$ cat config.mk
export PLATFORM = sky130hd
export DESIGN_NAME = frame_parser_crc8_top
export DESIGN_NICKNAME = d
export VERILOG_FILES = /design/src/hw/rtl/fpc_pkg.sv /design/src/hw/rtl/fpc_crc8.sv /design/src/hw/rtl/fpc_parser.sv /design/src/hw/rtl/frame_parser_crc8_top.sv
export SDC_FILE = /design/constraint.sdc
export NUM_CORES = 1
export LEC_CHECK = 0
export BUFFER_PORTS_ARGS = -buffer_cell sky130_fd_sc_hd__buf_2
export CAP_MARGIN = 10
export CELL_PAD_IN_SITES_DETAIL_PLACEMENT = 1
export CELL_PAD_IN_SITES_GLOBAL_PLACEMENT = 2
export CORE_MARGIN = 5
export CORE_UTILIZATION = 36
export DETAILED_ROUTE_END_ITERATION = 6
export PLACE_DENSITY_LB_ADDON = 0.3
export SLEW_MARGIN = 20
export SYNTH_ARGS = -nofsm -noshare
export SYNTH_HDL_FRONTEND = slang
export SYNTH_SLANG_ARGS = --single-unit
$ cat constraint.sdc
create_clock -name i_clk -period 4.9 [get_ports i_clk]
set_input_delay 0.735 -clock i_clk [delete_from_list [all_inputs] [get_ports i_clk]]
set_output_delay 0.735 -clock i_clk [all_outputs]
set_load 0.005 [all_outputs]
$ cat src/hw/rtl/fpc_pkg.sv
// Package for the frame parser with CRC-8 check.
// Holds the phase and status codes, register indexes, reset values and shared structs.
// No dependencies.
package fpc_pkg;

    typedef enum logic [2:0] {
        PH_HUNT = 3'd0,
        PH_LEN  = 3'd1,
        PH_CMD  = 3'd2,
        PH_PAY  = 3'd3,
        PH_CRC  = 3'd4
    } t_phase;

    typedef enum logic [2:0] {
        ST_START_MATCH = 3'd0,
        ST_START_MISS  = 3'd1,
        ST_LENGTH      = 3'd2,
        ST_COMMAND     = 3'd3,
        ST_PAYLOAD     = 3'd4,
        ST_FRAME_GOOD  = 3'd5,
        ST_CRC_BAD     = 3'd6,
        ST_ZERO_LENGTH = 3'd7
    } t_status;

    typedef enum logic [1:0] {
        CFG_START_COUNT   = 2'd0,
        CFG_START_PATTERN = 2'd1,
        CFG_CRC_POLY      = 2'd2
    } t_cfg_index;

    localparam logic [2:0]  START_COUNT_RESET   = 3'd2;
    localparam logic [31:0] START_PATTERN_RESET = 32'h0000_AA55;
    localparam logic [7:0]  CRC_POLY_RESET      = 8'h07;

    typedef struct packed {
        logic [2:0]  start_count;
        logic [31:0] start_pattern;
        logic [7:0]  crc_poly;
    } t_cfg;

    typedef struct packed {
        t_status    status;
        logic [7:0] data;
        logic [7:0] index;
        logic       frame_end;
    } t_result;

endpackage

$ cat src/hw/rtl/fpc_crc8.sv
// Byte-wide CRC-8 update, MSB first, with a programmable generator.
// Pure combinational logic; no dependencies.
module fpc_crc8 (
    input  logic [7:0] i_crc,
    input  logic [7:0] i_byte,
    input  logic [7:0] i_poly,
    output logic [7:0] o_crc
);

    always_comb begin
        logic [7:0] v;
        v = i_crc ^ i_byte;
        for (int k = 0; k < 8; k++) begin
            if (v[7]) begin
                v = {v[6:0], 1'b0} ^ i_poly;
            end else begin
                v = {v[6:0], 1'b0};
            end
        end
        o_crc = v;
    end

endmodule

$ cat src/hw/rtl/fpc_parser.sv
// Deframing state machine: start matcher, length, command, payload and CRC check.
// Depends on fpc_pkg and fpc_crc8.
module fpc_parser import fpc_pkg::*; #(
    parameter int MAX_START_BYTES = 4
) (
    input  logic       i_clk,
    input  logic       i_rst_n,
    input  logic       i_step,
    input  logic [7:0] i_byte,
    input  t_cfg       i_cfg,
    output t_result    o_result
);

    localparam int SW = $clog2(MAX_START_BYTES + 1);

    t_phase        r_phase, n_phase;
    logic [SW-1:0] r_match, n_match;
    logic [7:0]    r_length, n_length;
    logic [7:0]    r_count, n_count;
    logic [7:0]    r_crc, n_crc;

    logic [SW-1:0] eff_count;
    logic [SW-1:0] hunt_pos;
    logic [SW-1:0] hunt_next;
    logic          hunt_miss;
    logic [7:0]    crc_base;
    logic [7:0]    crc_new;
    logic [7:0]    count_inc;

    function automatic logic [7:0] expected_start(input logic [31:0] pattern,
                                                  input logic [SW-1:0] pos);
        logic [3:0] p4;
        p4 = 4'(pos);
        if (p4 >= 4'd4) begin
            return 8'h00;
        end
        return pattern[{p4[1:0], 3'b000} +: 8];
    endfunction

    always_comb begin
        if (i_cfg.start_count == 3'd0) begin
            eff_count = SW'(1);
        end else if (int'(i_cfg.start_count) > MAX_START_BYTES) begin
            eff_count = SW'(MAX_START_BYTES);
        end else begin
            eff_count = SW'(i_cfg.start_count);
        end

        hunt_pos  = (r_match >= eff_count) ? '0 : r_match;
        hunt_miss = 1'b0;
        if (i_byte == expected_start(i_cfg.start_pattern, hunt_pos)) begin
            hunt_next = hunt_pos + SW'(1);
        end else if (i_byte == expected_start(i_cfg.start_pattern, '0)) begin
            hunt_next = SW'(1);
        end else begin
            hunt_next = '0;
            hunt_miss = 1'b1;
        end
    end

    assign crc_base  = (r_phase == PH_CMD) ? 8'h00 : r_crc;
    assign count_inc = ((r_phase == PH_CMD) ? 8'h00 : r_count) + 8'd1;

    fpc_crc8 u_crc (
        .i_crc  (crc_base),
        .i_byte (i_byte),
        .i_poly (i_cfg.crc_poly),
        .o_crc  (crc_new)
    );

    always_comb begin
        n_phase  = r_phase;
        n_match  = r_match;
        n_length = r_length;
        n_count  = r_count;
        n_crc    = r_crc;
        o_result.status    = ST_START_MATCH;
        o_result.data      = i_byte;
        o_result.index     = 8'h00;
        o_result.frame_end = 1'b0;
        unique case (r_phase) inside
            PH_LEN: begin
                n_length = i_byte;
                n_match  = '0;
                if (i_byte == 8'h00) begin
                    o_result.status    = ST_ZERO_LENGTH;
                    o_result.frame_end = 1'b1;
                    n_phase            = PH_HUNT;
                end else begin
                    o_result.status = ST_LENGTH;
                    n_count         = 8'h00;
                    n_crc           = 8'h00;
                    n_phase         = PH_CMD;
                end
            end
            PH_CMD, PH_PAY: begin
                o_result.status = (r_phase == PH_CMD) ? ST_COMMAND : ST_PAYLOAD;
                o_result.index  = (r_phase == PH_CMD) ? 8'h00 : r_count;
                n_crc           = crc_new;
                n_count         = count_inc;
                n_phase         = (count_inc >= r_length) ? PH_CRC : PH_PAY;
            end
            PH_CRC: begin
                o_result.status    = (i_byte == r_crc) ? ST_FRAME_GOOD : ST_CRC_BAD;
                o_result.frame_end = 1'b1;
                n_phase            = PH_HUNT;
                n_match            = '0;
            end
            default: begin
                n_phase = PH_HUNT;
                n_match = hunt_next;
                if (hunt_miss) begin
                    o_result.status = ST_START_MISS;
                end else if (hunt_next >= eff_count) begin
                    n_match = '0;
                    n_phase = PH_LEN;
                end
            end
        endcase
    end

    always_ff @(posedge i_clk) begin
        if (!i_rst_n) begin
            r_phase  <= PH_HUNT;
            r_match  <= '0;
            r_length <= 8'h00;
            r_count  <= 8'h00;
            r_crc    <= 8'h00;
        end else if (i_step) begin
            r_phase  <= n_phase;
            r_match  <= n_match;
            r_length <= n_length;
            r_count  <= n_count;
            r_crc    <= n_crc;
        end
    end

endmodule

$ cat src/hw/rtl/frame_parser_crc8_top.sv
// Every accepted byte gives one result; one byte per cycle sustained while the output is not stalled.
// The byte passes the input register, the parser update and the result register in that order.
// The output register lets the next byte enter while a result still waits to be taken.
// Synchronous active-low reset empties both registers, restores the register reset values
// and returns the parser to hunting for start bytes.
// Top level of the frame parser; depends on fpc_pkg and fpc_parser.
module frame_parser_crc8_top import fpc_pkg::*; #(
    parameter int MAX_START_BYTES = 4
) (
    input  logic        i_clk,
    input  logic        i_rst_n,
    input  logic        i_in_valid,
    output logic        o_in_stall,
    input  logic [7:0]  i_byte_in,
    output logic        o_out_valid,
    input  logic        i_out_stall,
    output logic [2:0]  o_status,
    output logic [7:0]  o_data_out,
    output logic [7:0]  o_byte_index,
    output logic        o_frame_end,
    input  logic        i_cfg_we,
    input  logic [1:0]  i_cfg_index,
    input  logic [31:0] i_cfg_data
);

    t_cfg       r_cfg;
    logic       r_in_valid;
    logic [7:0] r_in_byte;
    logic       r_out_valid;
    t_result    r_out;
    t_result    result;
    logic       advance;
    logic       step;

    assign advance    = !r_out_valid || !i_out_stall;
    assign o_in_stall = r_in_valid && !advance;
    assign step       = r_in_valid && advance;

    always_ff @(posedge i_clk) begin
        if (!i_rst_n) begin
            r_cfg.start_count   <= START_COUNT_RESET;
            r_cfg.start_pattern <= START_PATTERN_RESET;
            r_cfg.crc_poly      <= CRC_POLY_RESET;
        end else if (i_cfg_we) begin
            unique case (i_cfg_index)
                CFG_START_COUNT:   r_cfg.start_count   <= i_cfg_data[2:0];
                CFG_START_PATTERN: r_cfg.start_pattern <= i_cfg_data;
                CFG_CRC_POLY:      r_cfg.crc_poly      <= i_cfg_data[7:0];
                default: begin
                end
            endcase
        end
    end

    always_ff @(posedge i_clk) begin
        if (!i_rst_n) begin
            r_in_valid  <= 1'b0;
            r_out_valid <= 1'b0;
        end else begin
            if (!o_in_stall) begin
                r_in_valid <= i_in_valid;
            end
            if (advance) begin
                r_out_valid <= r_in_valid;
            end
        end
    end

    always_ff @(posedge i_clk) begin
        if (i_in_valid && !o_in_stall) begin
            r_in_byte <= i_byte_in;
        end
        if (step) begin
            r_out <= result;
        end
    end

    fpc_parser #(
        .MAX_START_BYTES (MAX_START_BYTES)
    ) u_parser (
        .i_clk    (i_clk),
        .i_rst_n  (i_rst_n),
        .i_step   (step),
        .i_byte   (r_in_byte),
        .i_cfg    (r_cfg),
        .o_result (result)
    );

    assign o_out_valid  = r_out_valid;
    assign o_status     = r_out.status;
    assign o_data_out   = r_out.data;
    assign o_byte_index = r_out.index;
    assign o_frame_end  = r_out.frame_end;

endmodule

==> results.md, run 1 <==
- Status: finished, final reports clean
- Worst-Margin Slew: 0.873 ns
- CTS Root Cell: clkbuf_16
- Sequential area share after synthesis: 36.2%
- I/O pins: 69
- Area growth, synth to finish: 14.6%
- PortBufs: 68
- Hold Violations, Final: 0
- Drt total wl: 19.8 mm
- Critical path fanouts, max: 21
- Max-slew headroom: 41.7%
- Clock Sinks: 103
- VDD IR max: 0.202 mV
- Worst Skew: 0.00485 ns
- Crit-path most repeated cell: buf_4
- Routed length per instance: 19.0 um
- CP Class: register to register
- #FFs+latches synth: 103
- Final worst setup slack: 0.248 ns
- Num CTS Buffers: 9
- Overall global routing resource usage: 19.3%
- Area occupied by registers: 2340 um^2
- Cts hold-fix bufs: 0
- # H-tree levels: 3
- Multi-input gate area: 3890 um^2
- Total power draw: 2000 uW
- Antenna Violating Nets Remaining: 0
- Synthesized netlist net count: 811
- R2R Path End: u_parser.r_crc[2]
- R2R depth: 16
- Core Area: 17800 um^2
- Final setup fails: 0
- RePlAce Congestion: 0.893
- Routed vias/inst: 5.42
- Layout cells sized above 1: 17.0%
- Ys flop type: dfxtp_1
- Nets: 870
- Post-Syn Instances: 748
- Max Root-Sink Buffers: 2
- Synth cell types: 78
- EDFF count, synth: 28
- Die area: 20800 um^2
- Die Wd: 144 um
- Via count: 5642
- Largest cells by area after synthesis: dfxtp_1 23%, edfxtp_1 13%, nand2_1 7.3%
- Fill cells: 2109
- Pins Over Slew Limit: 0
- Slowest cell delay on critical path: 0.56 ns
- Hold Crit Start: r_cfg[39]
- Crit-path cells: buf_4 -> and4bb_2 -> a211oi_4 -> buf_4 -> buf_4 -> a221o_1 -> nor4b_4 -> o21ai_2 -> xnor3_2 -> xnor3_1 -> a221oi_2 -> nor3_2 -> o21ai_1 -> xnor3_2 -> and3_1 -> o31ai_1
- TritonCTS clock tree: done
- Dominant cell type by area after synthesis: dfxtp_1
- Largest net degree at the start of global routing: 38
- Max Freq: 0.215 GHz
- Drt pass-1 iters: 5
- Synth Area per Inst: 8.66 um^2
- Post-synth design cell area: 6480 um^2
- Worst min path class: register to register
- N_diodes: 0
- Arr. time, crit path: 4.92 ns
- Clk_lat worst skew: 0.35 ns
- Max_cap viols: 0
- Vias in the first global route: 5894
- Initial antenna violation count: 0
- Period minus WS final: 4.65 ns
- CP startpoint kind: register
- Worst hold endpoint: r_cfg[39]
- DIE HEIGHT: 144 um
- Worst reg2reg path startpoint: u_parser.r_phase[0]
- Worst-path clk slew: 0.07 ns
- Number of remaining DRC errors: 0
- Worst slack, placed: 0.155 ns
- Initial DRC count: 296
- Worst Hold Depth: 2
- CP max stage cell: xnor3_2
- Pwr dens: 269 nW/um^2
- Global-route wire length before repair: 31.8 mm
- WHS: 0.467 ns
- Row Count: 49
- Critical Path Sink Type: register
- Tcrit/Tclk final: 94.9%
- R2r setup slk: 0.25 ns
- Leak Pwr: 0.00300 uW
- Synthesis Warnings: 0
- Post-DP HPWL: 15.3 mm
- Initial core utilization: 36.3%
- Post-synth top area share: 23.2%
- GR Overflow Total: 0
- Synth async-reset ratio: 0%
- Worst Path Required: 5.16 ns
==> cell type report <==
class | count | area share [%]
clock inverter | 7 | 0.759
sequential | 103 | 31.6
inverter | 24 | 1.21
timing repair buffer | 93 | 7.17
tap | 229 | 3.86
multi-input combinational | 576 | 52.4
clock buffer | 9 | 3.03
==> power by group <==
group / total [uW] / leakage (uW) / internal (uW) / switching, uW
Clock: 691 / 0.000132 / 351 / 340
Sequential: 933 / 0.000873 / 902 / 31.5
Combinational: 375 / 0.00200 / 170 / 206
==> worst max-delay path, delay by kind of cell, from the launching register on <==
family,cells,cell delay (ns)
AOI/OAI and AO/OA,6,1.16
xor gates and xnor gates,3,1.47
buffers and inverters,3,0.52
DFF,1,0.35
and+or+nand+nor,4,1.03
==> sequential cells by signal, summed over array words and instances, names as in the netlist, 3 cells and up <==
name / count
u_parser.r_crc: 8
u_parser.r_count: 8
u_parser.r_length: 8
u_parser.r_match: 3
r_cfg: 43
u_parser.r_phase: 3
o_status: 3
o_data_out: 8
o_byte_index: 8
r_in_byte: 8
==> cell usage in the layout (no fill, tap or decap), types with 9 or more instances in the layout <==
| master | n |
|---|---|
| and3_1 | 20 |
| clkbuf_16 | 9 |
| buf_2 | 68 |
| inv_1 | 23 |
| nor2b_1 | 32 |
| edfxtp_1 | 28 |
| nand3_1 | 31 |
| nand2b_1 | 11 |
| a21oi_1 | 20 |
| o21ai_0 | 30 |
| dfxtp_1 | 74 |
| a22oi_1 | 13 |
| xor2_1 | 17 |
| a21boi_0 | 27 |
| nor2_1 | 35 |
| buf_4 | 24 |
| ha_1 | 16 |
| mux2i_1 | 26 |
| nand2_1 | 126 |
| xnor2_1 | 48 |
==> kinds of logic after synthesis <==
family | share of synthesized area [%]
adder cells (fa/ha/maj) | 3.09
flip-flops | 36.2
multiplexers | 4.89
AND/OR/NAND/NOR | 23.5
buffers and inverters | 4.31
XOR/XNOR | 11.3
AO/OA/AOI/OAI | 16.8
==> metal layers <==
layer | vias to the layer above | wire [um] | track usage (%)
met4 | 0 | 265 | 4.07
met1 | 2777 | 9300 | 25.9
met3 | 15 | 891 | 3.27
met2 | 113 | 9350 | 32.9
met5 | - | 0 | 0
li1 | 2737 | - | -
==> worst max-delay path by stage <==
stage,startpoint,end,depth (start not counted)
floorplan,r_cfg[40],u_parser.r_match[0],21
global placement,u_parser.r_phase[1],u_parser.r_crc[7],13
detailed placement,r_cfg[40],u_parser.r_match[0],23
CTS,r_cfg[41],u_parser.r_match[0],22
global route,u_parser.r_phase[0],u_parser.r_crc[4],16
finish,u_parser.r_phase[0],u_parser.r_crc[2],16
==> synth_stat cells (3+ instances only) <==
cell and n:
a211o_1 5, a21boi_0 27, a21o_1 5, a21oi_1 22
a221oi_1 3, a22oi_1 13, and2_1 8, and3_1 20
buf_2 4, clkbuf_1 38, dfxtp_1 75, edfxtp_1 28
ha_1 16, inv_1 23, mux2_2 4, mux2i_1 26
nand2_1 126, nand2b_1 11, nand3_1 31, nand3b_1 4
nand4_1 8, nor2_1 35, nor2b_1 34, nor3_1 5
o211ai_1 3, o21a_1 4, o21ai_0 30, o21ai_1 5
o22ai_1 3, o31ai_1 3, o32ai_1 3, xnor2_1 48
xnor3_1 4, xor2_1 17
==> metrics by stage <==
| step | TNS, ns | instance area, um^2 | instances | utilization (%) |
|---|---|---|---|---|
| floorplan | 0 | 6480 | 748 | - |
| global placement | 0 | 7070 | 1021 | 39.6 |
| detailed placement | 0 | 7080 | 1022 | 39.7 |
| CTS | 0 | 7370 | 1038 | 41.3 |
| global route | -0.00428 | 7420 | 1041 | 41.6 |
| finish | 0 | 7420 | 1041 | 41.6 |
==> repair_timing <==
action | 4_1_cts | 5_1_grt
endpoints found under the setup margin | 0 | 12
resized for setup | 0 | 9
setup buffers | 0 | 3
(Power assumes the default switching activity.)
==> run 2: changes to the inputs <==
==> constraint.sdc (replaced) <==
create_clock -name i_clk -period 4.7 [get_ports i_clk]
set_input_delay 0.705 -clock i_clk [delete_from_list [all_inputs] [get_ports i_clk]]
set_output_delay 0.705 -clock i_clk [all_outputs]
set_load 0.005 [all_outputs]
==> results.md, run 2 (same netlist as run 1, synthesis figures left out) <==
- Leak Pwr: 0.00306 uW (+1.9%)
- Number of remaining DRC errors: 0 (unchanged)
- Final setup fails: 0 (unchanged)
- Period minus WS final: 4.37 ns (-0.281 ns)
- Crit-path cells: or3b_4 -> a211oi_4 -> buf_4 -> nand3_1 -> a21o_1 -> a21oi_1 -> o32ai_1 -> nor3_1 -> or2_1 -> nand2_1 -> xnor2_1 -> xnor3_2 -> and3_1 -> o31ai_1
- Worst reg2reg path startpoint: u_parser.r_phase[0]
- Die Wd: 144 um (unchanged)
- Worst setup startpoint: u_parser.r_phase[0]
- Hold Crit Start: r_cfg[34]
- WHS: 0.463 ns (-0.00390 ns)
- CP startpoint kind: register
- Die area: 20800 um^2 (unchanged)
- Initial core utilization: 36.3% (unchanged)
- Cts hold-fix bufs: 0 (unchanged)
- Drt total wl: 19.7 mm (-0.50%)
- Critical Path Sink Type: register
- DIE HEIGHT: 144 um (unchanged)
- Max_cap viols: 0 (unchanged)
- Top reg by flops: r_cfg
- Max-slew headroom: 44.4% (+2.7 points)
- Max Freq: 0.229 GHz (+6.4%)
- Most common cell after layout, fill and taps aside: nand2_1
- Via count: 5768 (+2.2%)
- Commonest cells after routing, fill and taps aside: 125 x nand2_1, 75 x dfxtp_1, 68 x buf_2, 48 x xnor2_1, 36 x buf_4
- Slowest cell delay on critical path: 0.53 ns (-0.03 ns)
- Worst-path clk slew: 0.07 ns (about the same)
- Global-route wire length before repair: 31.9 mm (+0.57%)
- Initial DRC count: 315 (+6.4%)
- Worst-Margin Slew: 0.832 ns (-0.0409 ns)
- CP Class: register to register
- Vias in the first global route: 5954 (+1.0%)
- Worst slack, placed: 0.126 ns (-0.0292 ns)
- Tcrit/Tclk final: 93.0% (-1.9 points)
- Max reg flops: 43 (unchanged)
- Bufs and invs on worst path: 1 (-2)
- Clk_lat worst skew: 0.35 ns (about the same)
- VDD IR max: 0.276 mV (+37%)
- CTS Root Cell: clkbuf_16
- Pins Over Slew Limit: 0 (unchanged)
- Clock Sinks: 103 (unchanged)
- Area growth, synth to finish: 16.0%
- GR Overflow Total: 0 (unchanged)
- Initial antenna violation count: 0 (unchanged)
- PortBufs: 68 (unchanged)
- Num CTS Buffers: 9 (unchanged)
- Post-DP HPWL: 15.1 mm (-1.4%)
- I/O pins: 69 (unchanged)
- Final design utilization: 42.1% (+0.51 points)
- # H-tree levels: 3 (unchanged)
- Routed vias/inst: 5.48 (+1.1%)
- Routed length per instance: 18.7 um (-1.6%)
- Worst Path Required: 4.96 ns (-0.20 ns)
- Status: finished, final reports clean
- Critical path fanouts, max: 15 (-29%)
- Overall global routing resource usage: 19.5% (+0.19 points)
- Final worst setup slack: 0.329 ns (+0.0806 ns)
- Hold Violations, Final: 0 (unchanged)
- Nets: 882 (+1.4%)
- Layout cells sized above 1: 18.4% (+1.5 points)
- Core Area: 17800 um^2 (unchanged)
- Antenna Violating Nets Remaining: 0 (unchanged)
- TritonCTS clock tree: done
- Pwr dens: 276 nW/um^2 (+2.4%)
- Arr. time, crit path: 4.64 ns (-0.28 ns)
- Worst min path class: register to register
- Max Root-Sink Buffers: 2 (unchanged)
- CP max stage cell: xnor3_2
- N_diodes: 0 (unchanged)
- RePlAce Congestion: 0.870 (-2.6%)
- Drt pass-1 iters: 5 (unchanged)
- Largest net degree at the start of global routing: 62 (+63%)
- Delay-heaviest family, CP: simple AND/OR/NAND/NOR gates
- Total power draw: 2070 uW (+3.7%)
- Row Count: 49 (unchanged)
- Worst Skew: 0.00601 ns (+0.00116 ns)
[run 2: final cells by class]
type | count | area, um^2
Fill cell | 2140 | 10300
Multi-Input combinational cell | 576 | 3900
Sequential cell | 103 | 2340
Timing Repair Buffer | 105 | 622
Tap cell | 229 | 287
Clock buffer | 9 | 225
Inverter | 24 | 90.1
Clock inverter | 7 | 46.3
[run 2: repair_timing]
action / CTS / global route
resized for setup: 0 / 11
buffers inserted: 0 / 5
endpoints found under the setup margin: 0 / 12
[run 2: per-layer routing]
layer | vias up | global-route usage, % | wire [um]
li1 | 2755 | - | -
met1 | 2857 | 26.6 | 9340
met2 | 130 | 31.7 | 9090
met3 | 26 | 3.57 | 902
met4 | 0 | 5.65 | 380
met5 | - | 0 | 0
[run 2: worst reg2reg max path, delay by kind of cell, from the launching register on]
kind	cells	cell delay (ns)
buffers and inverters	1	0.21
AND/OR/NAND/NOR	6	1.59
flip-flops	1	0.36
AO/OA/AOI/OAI	5	1.34
XOR/XNOR	2	0.79
[run 2: final timing paths]
path / endpoint / cells past startpoint / slack, ns
hold / removal: r_cfg[34] / 2 / 0.46
setup / recovery: u_parser.r_crc[4] / 14 / 0.33
hold reg to reg: r_cfg[34] / 2 / 0.46
setup reg to reg: u_parser.r_crc[4] / 14 / 0.33
[run 2: per-stage QoR]
step / TNS (ns) / cells / cell area, um^2
global placement: 0 / 1031 / 7150
floorplan: 0 / 748 / 6480
CTS: 0 / 1048 / 7430
finish: 0 / 1053 / 7510
global route: -0.00959 / 1053 / 7510
detailed placement: 0 / 1032 / 7160
[run 2: power by group]
group / switching, uW / internal, uW / leakage [uW] / total (uW)
clock network: 341 / 359 / 0.000127 / 700
registers: 31.7 / 940 / 0.000872 / 972
logic: 217 / 184 / 0.00206 / 401
total: 589 / 1480 / 0.00306 / 2070
